==> src/rtl/wfps_pkg.sv <==
`timescale 1ns / 1ps
// Shared types and constants for the wall-follow PID steering block.
// No dependencies; imported by every module of the block.
package wfps_pkg;

    // Field widths
    localparam int SIDE_W   = 13;
    localparam int FRONT_W  = 16;
    localparam int BASE_W0  = 9;     // baseline in whole cm
    localparam int LIMIT_W  = 10;
    localparam int GAIN_W   = 16;
    localparam int ACT_W    = 2;
    localparam int DUTY_W   = 15;
    localparam int E_W      = 15;    // saturated error
    localparam int SUM_W    = 32;
    localparam int DIFF_W   = 16;
    localparam int OPB_W    = 33;    // second multiplier operand
    localparam int PROD_W   = GAIN_W + OPB_W;
    localparam int ACC_W    = 50;
    localparam int MAG_W    = ACC_W - 1;
    localparam int Q_W      = 16;    // quotient bits kept by the divider
    localparam int M_W      = Q_W + 1;
    localparam int D_W      = 19;    // signed duty before clipping

    // Stream packing
    localparam int IN_W     = 32;
    localparam int OUT_W    = 40;
    localparam int USER_W   = 2;

    // Configuration port
    localparam int CFG_IDX_W  = 3;
    localparam int CFG_DATA_W = 16;
    localparam logic [CFG_IDX_W-1:0] CFG_BASELINE = 3'd0;
    localparam logic [CFG_IDX_W-1:0] CFG_GAIN_P   = 3'd1;
    localparam logic [CFG_IDX_W-1:0] CFG_GAIN_I   = 3'd2;
    localparam logic [CFG_IDX_W-1:0] CFG_GAIN_D   = 3'd3;
    localparam logic [CFG_IDX_W-1:0] CFG_FRONT    = 3'd4;

    localparam logic signed [GAIN_W-1:0] GAIN_P_RST = 16'sd256;
    localparam logic signed [GAIN_W-1:0] GAIN_I_RST = 16'sd0;
    localparam logic signed [GAIN_W-1:0] GAIN_D_RST = 16'sd384;
    localparam logic [LIMIT_W-1:0]       LIMIT_RST  = 10'd30;

    // Wheel commands
    localparam logic [ACT_W-1:0] ACT_HOLD  = 2'd0;
    localparam logic [ACT_W-1:0] ACT_DRIVE = 2'd1;
    localparam logic [ACT_W-1:0] ACT_STOP  = 2'd2;

    // Duty in 1/256 percent
    localparam logic [DUTY_W-1:0] DUTY_BASE   = 15'd15360;
    localparam logic [DUTY_W-1:0] DUTY_CRUISE = 15'd23040;
    localparam logic [DUTY_W-1:0] DUTY_FULL   = 15'd25600;

    // Scale factors folded into the P and D products
    localparam logic signed [OPB_W-1:0] P_SCALE = 33'sd10;
    localparam logic signed [OPB_W-1:0] D_SCALE = 33'sd100;

    typedef enum logic [3:0] {
        ST_IDLE,
        ST_ERR,
        ST_MUL_P,
        ST_MUL_I,
        ST_MUL_D,
        ST_DRAIN,
        ST_DIV_START,
        ST_DIV_WAIT,
        ST_DONE
    } t_state;

    typedef struct packed {
        logic clr;
        logic en;
    } t_mac_ctrl;

    typedef struct packed {
        logic           done;
        logic           ovf;
        logic [Q_W-1:0] quot;
    } t_div_res;

endpackage

==> src/rtl/wall_follow_pid_steering_top.sv <==
`timescale 1ns / 1ps
// Top level of the wall-follow PID steering block: sequencer, state, decision.
// Depends on wfps_pkg, wfps_mac and wfps_div.
//
// Usage
//   Input stream s_axis_*: one item per sensor sample (side and front distance).
//   Output stream m_axis_*: one item per input, both wheel commands and flags.
//   Config port i_cfg_*: writes baseline, P/I/D gains and front limit by index,
//   one register per cycle; the user must write only while the block is idle,
//   which the block itself does not enforce; indexes past the list are ignored.
//   An item runs through one shared multiply-accumulate unit (three products,
//   P, I and D) and then a one-bit-per-cycle divider for the 16-bit
//   correction; the divide is skipped when the baseline is zero.
//   s_axis_tready is low while an item is in flight, so a new item is taken
//   only after the last one has gone into the output register.
//   A finished item sits in the output register; the next item can be taken
//   while it waits, but the block will not finish that next one until the
//   receiver takes the first.
//   Reset (synchronous, active low) clears the error sum and last error,
//   loads the register defaults and empties the output.
module wall_follow_pid_steering_top import wfps_pkg::*; #(
    parameter int DIST_FRAC_BITS = 4
) (
    input  logic                  i_clk,
    input  logic                  i_rst_n,
    // config
    input  logic                  i_cfg_wr_en,
    input  logic [CFG_IDX_W-1:0]  i_cfg_index,
    input  logic [CFG_DATA_W-1:0] i_cfg_data,
    // input samples
    input  logic                  s_axis_tvalid,
    output logic                  s_axis_tready,
    input  logic [IN_W-1:0]       s_axis_tdata,   // side_distance[12:0], front_range[28:13]
    // wheel commands
    output logic                  m_axis_tvalid,
    input  logic                  m_axis_tready,
    output logic [OUT_W-1:0]      m_axis_tdata,   // left_action[1:0], left_duty[16:2],
                                                  // right_action[18:17], right_duty[33:19]
    output logic [USER_W-1:0]     m_axis_tuser    // zero_baseline[0], duty_clipped[1]
);

    localparam int BASE_W = BASE_W0 + DIST_FRAC_BITS;
    localparam int EF_W   = (BASE_W > 14 ? BASE_W : 14) + 1;
    localparam logic signed [EF_W-1:0]  E_MAX  = EF_W'(16383);
    localparam logic signed [EF_W-1:0]  E_MIN  = EF_W'(-16384);
    localparam logic signed [E_W-1:0]   E_TWO  = E_W'(2 << DIST_FRAC_BITS);
    localparam logic signed [SUM_W:0]   S_MAX  = (SUM_W + 1)'(33'sh0_7FFF_FFFF);
    localparam logic signed [SUM_W:0]   S_MIN  = (SUM_W + 1)'(33'sh1_8000_0000);
    localparam logic signed [D_W-1:0]   D_FULL = D_W'(DUTY_FULL);

    // config registers
    logic [BASE_W0-1:0]       r_baseline;
    logic signed [GAIN_W-1:0] r_gp, r_gi, r_gd;
    logic [LIMIT_W-1:0]       r_limit;

    // controller state
    t_state                   r_state, n_state;
    logic signed [E_W-1:0]    r_last;
    logic signed [SUM_W-1:0]  r_sum;

    // per-item working registers
    logic [SIDE_W-1:0]        r_side;
    logic [FRONT_W-1:0]       r_front;
    logic signed [E_W-1:0]    r_e;
    logic signed [SUM_W-1:0]  r_s;
    logic signed [DIFF_W-1:0] r_diff;

    // output register
    logic                     r_out_valid;
    logic [OUT_W-1:0]         r_out_tdata;
    logic [USER_W-1:0]        r_out_tuser;

    // datapath
    logic [BASE_W-1:0]        w_base_sh;
    logic signed [EF_W-1:0]   w_e_full;
    logic signed [E_W-1:0]    w_e;
    logic signed [SUM_W:0]    w_s_full;
    logic signed [SUM_W-1:0]  w_s;
    logic                     w_zero_b;

    t_mac_ctrl                w_mac_ctrl;
    logic signed [GAIN_W-1:0] w_mac_a;
    logic signed [OPB_W-1:0]  w_mac_b;
    logic signed [ACC_W-1:0]  w_acc;
    logic [MAG_W-1:0]         w_mag;
    logic                     w_div_start;
    t_div_res                 w_div;

    logic                     w_accept;
    logic                     w_out_free;
    logic                     w_load;

    // decision
    logic                     w_clear, w_blocked, w_close, w_far;
    logic [M_W-1:0]           w_m;
    logic                     w_sub;
    logic signed [D_W-1:0]    w_d;
    logic [DUTY_W-1:0]        w_duty;
    logic                     w_clip;
    logic [ACT_W-1:0]         w_la, w_ra;
    logic [DUTY_W-1:0]        w_ld, w_rd;
    logic                     w_zf, w_cf;

    assign w_accept   = s_axis_tvalid && s_axis_tready;
    assign w_out_free = !r_out_valid || m_axis_tready;
    assign w_zero_b   = (r_baseline == '0);

    // ---------------- configuration ----------------
    always_ff @(posedge i_clk) begin
        if (!i_rst_n) begin
            r_baseline <= '0;
            r_gp       <= GAIN_P_RST;
            r_gi       <= GAIN_I_RST;
            r_gd       <= GAIN_D_RST;
            r_limit    <= LIMIT_RST;
        end else if (i_cfg_wr_en) begin
            case (i_cfg_index)
                CFG_BASELINE: r_baseline <= i_cfg_data[BASE_W0-1:0];
                CFG_GAIN_P:   r_gp       <= i_cfg_data;
                CFG_GAIN_I:   r_gi       <= i_cfg_data;
                CFG_GAIN_D:   r_gd       <= i_cfg_data;
                CFG_FRONT:    r_limit    <= i_cfg_data[LIMIT_W-1:0];
                default: ;
            endcase
        end
    end

    // ---------------- error, sum, difference ----------------
    assign w_base_sh = BASE_W'(r_baseline) << DIST_FRAC_BITS;
    assign w_e_full  = $signed(EF_W'(w_base_sh)) - $signed(EF_W'(r_side));

    always_comb begin
        if (w_e_full > E_MAX) begin
            w_e = E_W'(E_MAX);
        end else if (w_e_full < E_MIN) begin
            w_e = E_W'(E_MIN);
        end else begin
            w_e = E_W'(w_e_full);
        end
    end

    assign w_s_full = (SUM_W + 1)'(r_sum) + (SUM_W + 1)'(w_e);

    always_comb begin
        if (w_s_full > S_MAX) begin
            w_s = SUM_W'(S_MAX);
        end else if (w_s_full < S_MIN) begin
            w_s = SUM_W'(S_MIN);
        end else begin
            w_s = SUM_W'(w_s_full);
        end
    end

    always_ff @(posedge i_clk) begin
        if (!i_rst_n) begin
            r_last <= '0;
            r_sum  <= '0;
        end else if (r_state == ST_ERR) begin
            r_last <= w_e;
            r_sum  <= w_s;
        end
    end

    always_ff @(posedge i_clk) begin
        if (w_accept) begin
            r_side  <= s_axis_tdata[SIDE_W-1:0];
            r_front <= s_axis_tdata[SIDE_W +: FRONT_W];
        end
        if (r_state == ST_ERR) begin
            r_e    <= w_e;
            r_s    <= w_s;
            r_diff <= DIFF_W'(w_e) - DIFF_W'(r_last);
        end
    end

    // ---------------- sequencer ----------------
    always_ff @(posedge i_clk) begin
        if (!i_rst_n) begin
            r_state <= ST_IDLE;
        end else begin
            r_state <= n_state;
        end
    end

    always_comb begin
        n_state        = r_state;
        w_mac_ctrl.clr = 1'b0;
        w_mac_ctrl.en  = 1'b0;
        w_mac_a        = '0;
        w_mac_b        = '0;
        w_div_start    = 1'b0;
        w_load         = 1'b0;
        case (r_state)
            ST_IDLE: begin
                if (w_accept) begin
                    n_state = ST_ERR;
                end
            end
            ST_ERR: begin
                w_mac_ctrl.clr = 1'b1;
                n_state        = ST_MUL_P;
            end
            ST_MUL_P: begin
                w_mac_ctrl.en = 1'b1;
                w_mac_a       = r_gp;
                w_mac_b       = OPB_W'(r_e) * P_SCALE;
                n_state       = ST_MUL_I;
            end
            ST_MUL_I: begin
                w_mac_ctrl.en = 1'b1;
                w_mac_a       = r_gi;
                w_mac_b       = OPB_W'(r_s);
                n_state       = ST_MUL_D;
            end
            ST_MUL_D: begin
                w_mac_ctrl.en = 1'b1;
                w_mac_a       = r_gd;
                w_mac_b       = OPB_W'(r_diff) * D_SCALE;
                n_state       = ST_DRAIN;
            end
            ST_DRAIN: begin
                // last product lands in the accumulator
                n_state = ST_DIV_START;
            end
            ST_DIV_START: begin
                w_div_start = !w_zero_b;
                n_state     = w_zero_b ? ST_DONE : ST_DIV_WAIT;
            end
            ST_DIV_WAIT: begin
                if (w_div.done) begin
                    n_state = ST_DONE;
                end
            end
            ST_DONE: begin
                if (w_out_free) begin
                    w_load  = 1'b1;
                    n_state = ST_IDLE;
                end
            end
            default: begin
                n_state = ST_IDLE;
            end
        endcase
    end

    assign s_axis_tready = (r_state == ST_IDLE);

    // ---------------- shared arithmetic ----------------
    wfps_mac u_mac (
        .i_clk   (i_clk),
        .i_rst_n (i_rst_n),
        .i_ctrl  (w_mac_ctrl),
        .i_a     (w_mac_a),
        .i_b     (w_mac_b),
        .o_acc   (w_acc)
    );

    assign w_mag = w_acc[ACC_W-1] ? MAG_W'(-w_acc) : MAG_W'(w_acc);

    wfps_div #(
        .DEN_W (BASE_W)
    ) u_div (
        .i_clk   (i_clk),
        .i_rst_n (i_rst_n),
        .i_start (w_div_start),
        .i_num   (w_mag),
        .i_den   (w_base_sh),
        .o_res   (w_div)
    );

    // ---------------- decision ----------------
    assign w_clear   = r_front >= FRONT_W'(r_limit);
    assign w_blocked = ((FRONT_W + 1)'(r_front) + (FRONT_W + 1)'(3)) < (FRONT_W + 1)'(r_limit);
    assign w_close   = (r_e > E_TWO) && w_clear;
    assign w_far     = (r_e < -E_TWO) && w_clear;

    always_comb begin
        // an overflowed quotient is at least 2^Q_W, which saturates either way
        if (w_zero_b) begin
            w_m = '0;
        end else if (w_div.ovf) begin
            w_m = M_W'(1) << Q_W;
        end else begin
            w_m = M_W'(w_div.quot);
        end
    end

    // one duty for the driving wheel: base - corr when acc sign ^ far, else base + corr
    assign w_sub = w_acc[ACC_W-1] ^ w_far;
    assign w_d   = w_sub ? (D_W'(DUTY_BASE) - D_W'(w_m)) : (D_W'(DUTY_BASE) + D_W'(w_m));

    always_comb begin
        if (w_d[D_W-1]) begin
            w_duty = '0;
            w_clip = 1'b1;
        end else if (w_d > D_FULL) begin
            w_duty = DUTY_FULL;
            w_clip = 1'b1;
        end else begin
            w_duty = w_d[DUTY_W-1:0];
            w_clip = 1'b0;
        end
    end

    always_comb begin
        w_la = ACT_HOLD;
        w_ld = '0;
        w_ra = ACT_HOLD;
        w_rd = '0;
        w_zf = 1'b0;
        w_cf = 1'b0;
        if (w_close) begin
            w_la = ACT_STOP;
            w_ra = ACT_DRIVE;
            w_rd = w_duty;
            w_zf = w_zero_b;
            w_cf = w_clip;
        end else if (w_far) begin
            w_la = ACT_DRIVE;
            w_ld = w_duty;
            w_ra = ACT_STOP;
            w_zf = w_zero_b;
            w_cf = w_clip;
        end else if (w_clear) begin
            w_la = ACT_DRIVE;
            w_ld = DUTY_CRUISE;
            w_ra = ACT_DRIVE;
            w_rd = DUTY_CRUISE;
        end else if (w_blocked) begin
            w_la = ACT_STOP;
            w_ra = ACT_STOP;
        end
    end

    // ---------------- output register ----------------
    always_ff @(posedge i_clk) begin
        if (!i_rst_n) begin
            r_out_valid <= 1'b0;
        end else if (w_load) begin
            r_out_valid <= 1'b1;
        end else if (m_axis_tready) begin
            r_out_valid <= 1'b0;
        end
    end

    always_ff @(posedge i_clk) begin
        if (w_load) begin
            r_out_tdata <= OUT_W'({w_rd, w_ra, w_ld, w_la});
            r_out_tuser <= {w_cf, w_zf};
        end
    end

    assign m_axis_tvalid = r_out_valid;
    assign m_axis_tdata  = r_out_tdata;
    assign m_axis_tuser  = r_out_tuser;

endmodule

==> src/rtl/wfps_mac.sv <==
`timescale 1ns / 1ps
// Shared signed multiply-accumulate unit: registered product, then accumulate.
// Depends on wfps_pkg.
module wfps_mac import wfps_pkg::*; (
    input  logic                     i_clk,
    input  logic                     i_rst_n,
    input  t_mac_ctrl                i_ctrl,
    input  logic signed [GAIN_W-1:0] i_a,
    input  logic signed [OPB_W-1:0]  i_b,
    output logic signed [ACC_W-1:0]  o_acc
);

    logic signed [PROD_W-1:0] r_prod;
    logic                     r_prod_vld;
    logic signed [ACC_W-1:0]  r_acc;

    always_ff @(posedge i_clk) begin
        if (!i_rst_n) begin
            r_prod_vld <= 1'b0;
        end else begin
            r_prod_vld <= i_ctrl.en;
        end
    end

    always_ff @(posedge i_clk) begin
        r_prod <= i_a * i_b;
        if (i_ctrl.clr) begin
            r_acc <= '0;
        end else if (r_prod_vld) begin
            r_acc <= r_acc + ACC_W'(r_prod);
        end
    end

    assign o_acc = r_acc;

endmodule

==> src/rtl/wfps_div.sv <==
`timescale 1ns / 1ps
// Restoring divider, one quotient bit per cycle, with an up-front overflow check.
// Depends on wfps_pkg.
module wfps_div import wfps_pkg::*; #(
    parameter int DEN_W = 13
) (
    input  logic             i_clk,
    input  logic             i_rst_n,
    input  logic             i_start,
    input  logic [MAG_W-1:0] i_num,
    input  logic [DEN_W-1:0] i_den,
    output t_div_res         o_res
);

    localparam int CNT_W = $clog2(Q_W);
    localparam int DSH_W = DEN_W + Q_W - 1;

    logic               r_busy;
    logic               r_done;
    logic [CNT_W-1:0]   r_cnt;
    logic [MAG_W-1:0]   r_rem;
    logic [DSH_W-1:0]   r_dsh;
    logic [Q_W-1:0]     r_quot;
    logic               r_ovf;
    logic               w_ge;

    assign w_ge = r_rem >= MAG_W'(r_dsh);

    always_ff @(posedge i_clk) begin
        if (!i_rst_n) begin
            r_busy <= 1'b0;
            r_done <= 1'b0;
            r_cnt  <= '0;
        end else begin
            r_done <= 1'b0;
            if (i_start) begin
                r_busy <= 1'b1;
                r_cnt  <= '0;
            end else if (r_busy) begin
                r_cnt <= r_cnt + 1'b1;
                if (r_cnt == CNT_W'(Q_W - 1)) begin
                    r_busy <= 1'b0;
                    r_done <= 1'b1;
                end
            end
        end
    end

    always_ff @(posedge i_clk) begin
        if (i_start) begin
            r_rem  <= i_num;
            r_dsh  <= DSH_W'(i_den) << (Q_W - 1);
            // quotient would not fit Q_W bits; caller saturates
            r_ovf  <= i_num >= (MAG_W'(i_den) << Q_W);
            r_quot <= '0;
        end else if (r_busy) begin
            if (w_ge) begin
                r_rem <= r_rem - MAG_W'(r_dsh);
            end
            r_quot <= {r_quot[Q_W-2:0], w_ge};
            r_dsh  <= r_dsh >> 1;
        end
    end

    assign o_res.done = r_done;
    assign o_res.ovf  = r_ovf;
    assign o_res.quot = r_quot;

endmodule

==> config.mk <==
export PLATFORM = sky130hd
export DESIGN_NAME = wall_follow_pid_steering_top
export DESIGN_NICKNAME = d
export VERILOG_FILES = /design/src/rtl/wfps_pkg.sv /design/src/rtl/wall_follow_pid_steering_top.sv /design/src/rtl/wfps_mac.sv /design/src/rtl/wfps_div.sv
export SDC_FILE = /design/constraint.sdc
export NUM_CORES = 2
export LEC_CHECK = 0
export BUFFER_PORTS_ARGS = -buffer_cell sky130_fd_sc_hd__buf_2
export CORE_UTILIZATION = 30
export DETAILED_ROUTE_END_ITERATION = 10
export GPL_TIMING_DRIVEN = 0
export HOLD_SLACK_MARGIN = 0.08
export PLACE_DENSITY = 0.43
export SYNTH_ARGS = -nofsm -noshare
export SYNTH_HDL_FRONTEND = slang
export SYNTH_SLANG_ARGS = --single-unit
export TNS_END_PERCENT = 50
==> constraint.sdc <==
create_clock -name i_clk -period 9.1 [get_ports i_clk]
set_input_delay 1.82 -clock i_clk [delete_from_list [all_inputs] [get_ports i_clk]]
set_output_delay 1.82 -clock i_clk [all_outputs]
set_load 0.02 [all_outputs]
==> qor.txt <==
final worst slack - -0.4052 ns
Syn Inst Count - 5,443
final worst path period need - 9.505 ns
number of global-route vias before repair - 40,320
GRT overflow - 0
final period utilization - 104.5%
#FFs+latches synth - 447
CTS tree - done
Tightest Pin Transition - 1.333 ns
Largest delay share family, worst path - adder cells
H-tree depth - 2
PwrDens - 166.6 nW/um2
Netlist cell types - 87
CTS Sinks - 447
leakage - 23.55 nW
# rows - 144
Top FF cell, synth - dfxtp_1
CORE AREA - 154,400 um2
switching power share of the total - 40.91%
worst clock skew - 0.05296 ns
crit-path max FO - 5
largest net degree at the start of global routing - 49
Final HPWL DP - 131.6 mm
Worst Setup End Kind - register
Peak supply drop - 160.4 uV
Max Cap Viol - 0
layout net count - 6,696
sequential power share - 28.5%
Seq/Total Area, Yosys - 23.12%
Die ar. - 157,600 um2
Starting Density - 30.31%
Clock Path Buffers - 3
I/O pin count - 100
Placement Cell Area - 50,110 um2
CTS buffer count - 57
first-pass GRT wire length - 249.3 mm
RSZ-0062 raised after global routing - yes
drt drc - 24
GPL Wtd Cong - 0.8818
failing checks - DRC, setup timing
critical path startpoint category - register
routed vias - 39,410
Arr. time, crit path - 10.05 ns
Port Buffers - 90
Slew Viols, Final - 0
Worst-Skew Late Latency - 0.68 ns
Rel. slew slack - 11.11%
vias per cell - 5.016
worst hold slack - 0.4550 ns
CP bufs+invs - 9
Combinational Power Share - 44.9%
design area - 55,030 um2
Psw - 3.751 mW
EDFF count, synth - 187
clock share of power - 26.6%
Int Power - 5.418 mW
outcome - complete, but fails checks
Hold Violations, Final - 0
Die Y-Extent - 397.0 um
drt total wl - 161.8 mm
gr usage total - 20.71%
Post-synth ARST share - 0%
min-delay worst type - reg2reg
Setup Viol. Count Final - 12
Post-DRT Antenna Nets - 0
initial antenna violation count - 7
Worst Path Required - 9.65 ns
wire per inst - 20.59 um
clock root buffer - clkbuf_16
Layout area overhead - 17.57%
Worst-path clk slew - 0.06 ns
share of layout cells above drive strength 1 - 12.23%
Die X - 397.0 um
mean post-synth cell area - 8.599 um2
CP max stage delay - 0.61 ns
Starting DRT DRC Count - 2,549
Pwr Total - 9.169 mW
Post-Route Setup TNS - -3.183 ns
most frequent CP cell - fa_1
f_max - 105.2 MHz
Netlist Area Pre-Place - 46,800 um2
drt pass-1 iters - 11
Crit-path slowest cell - fa_2
Syn. warnings - 0
Setup CP Type - reg2reg
==> worst register-to-register path, delay by kind of cell, from the launching register on <==
family	cells	cell delay, ns
and+or+nand+nor	2	0.19
adders and majority gates	11	4.84
DFF	1	0.49
buffers and inverters	9	0.63
AOI/OAI and AO/OA	16	2.98
xor gates and xnor gates	2	0.28
==> layout make-up <==
cell class	count	area, um2
fill	16060	99380
multi-input combinational	4017	33820
sequential	447	10820
inverter	752	2830
tap	2044	2557
timing repair buffer	273	2095
clock buffer	70	1528
buffer	216	913.4
clock inverter	37	465.4
antenna	1	2.502
==> sequential cells by signal, indices dropped and copies added (netlist names), 16 cells and up <==
register	flops
u_mac.o_acc	50
u_div.r_rem	49
u_mac.r_prod	49
m_axis_tdata	34
r_s	32
r_sum	32
u_div.r_dsh	28
r_diff	16
r_front	16
r_gd	16
r_gi	16
r_gp	16
u_div.r_quot	16
==> worst paths after layout <==
path,startpoint,endpoint,slack (ns),cells past startpoint
worst min-delay path,r_last[3],r_last[3],0.45,2
worst max register to register,r_diff[3],u_mac.r_prod[46],-0.41,40
worst max-delay path,r_diff[3],u_mac.r_prod[46],-0.41,40
worst min register to register,r_last[3],r_last[3],0.45,2
==> layer usage <==
| metal | track usage [%] | share of wire [%] | vias to the layer above |
|---|---|---|---|
| li1 | - | - | 18650 |
| met1 | 28.15 | 46 | 19760 |
| met2 | 35.13 | 47 | 857 |
| met3 | 2.871 | 5.4 | 149 |
| met4 | 3.668 | 1.9 | 0 |
| met5 | 0 | 0 | - |
==> cell usage after synthesis (all sizes together), types with 92 or more instances <==
master / n / area (um2)
o21ai: 220 / 1105
edfxtp: 187 / 5615
nand2: 649 / 2436
xnor2: 179 / 1568
fa: 510 / 10210
inv: 752 / 2823
dfxtp: 260 / 5205
clkbuf: 198 / 743.2
a21o: 112 / 840.8
nor2: 628 / 2357
ha: 366 / 4579
mux2i: 92 / 920.9
a21oi: 350 / 1755
==> cells in the final DEF (no fill, tap or decap), types with 81 or more instances in the layout <==
| cell type | instances |
|---|---|
| clkbuf_1 | 181 |
| buf_2 | 99 |
| edfxtp_1 | 187 |
| ha_1 | 324 |
| fa_1 | 481 |
| a21oi_1 | 307 |
| a21o_1 | 112 |
| inv_1 | 720 |
| o21ai_0 | 191 |
| dfxtp_1 | 260 |
| nor2_1 | 597 |
| xnor2_1 | 174 |
| mux2i_1 | 89 |
| nand2_1 | 632 |
| xor2_1 | 81 |
| buf_4 | 149 |
==> power groups by stage <==
stage	combinational [mW]	sequential (mW)	clock [mW]
after floorplan	2.48	2.53	0
after global placement	3.55	2.66	0
after detailed placement	3.56	2.65	0
after CTS	3.98	2.61	2.51
after global routing	4.53	2.64	2.59
final	4.12	2.61	2.44
==> through the flow <==
stage                     setup slack [ns]  instances  util, %
final                              -0.4052       7857    35.64
after global routing               -0.6208       7856    35.64
after CTS                          -0.3467       7819    35.19
after detailed placement            -1.882       7591    32.45
after global placement              -1.979       7582    32.35
after floorplan                   -0.04964       5448        -
==> cells by family (layout without fill, tap and decap cells) <==
family	after synthesis	in the layout	synth area share, %
and+or+nand+nor	1744	1744	16.38
adders and majority gates	885	885	31.79
buffers and inverters	984	1348	7.956
other	1	7	0.008012
xor gates and xnor gates	260	260	4.865
AOI/OAI and AO/OA	1023	1023	13.75
muxes	99	99	2.136
DFF	447	447	23.12
==> timing repair <==
action | CTS | global route
cloned | 2 | 0
setup endpoints to repair | 30 | 29
gates resized for setup | 255 | 127
pin swaps | 183 | 143
buffers inserted | 135 | 41
hold buffers | 0 | 0
Note: power is estimated with default switching activity, not from simulation.
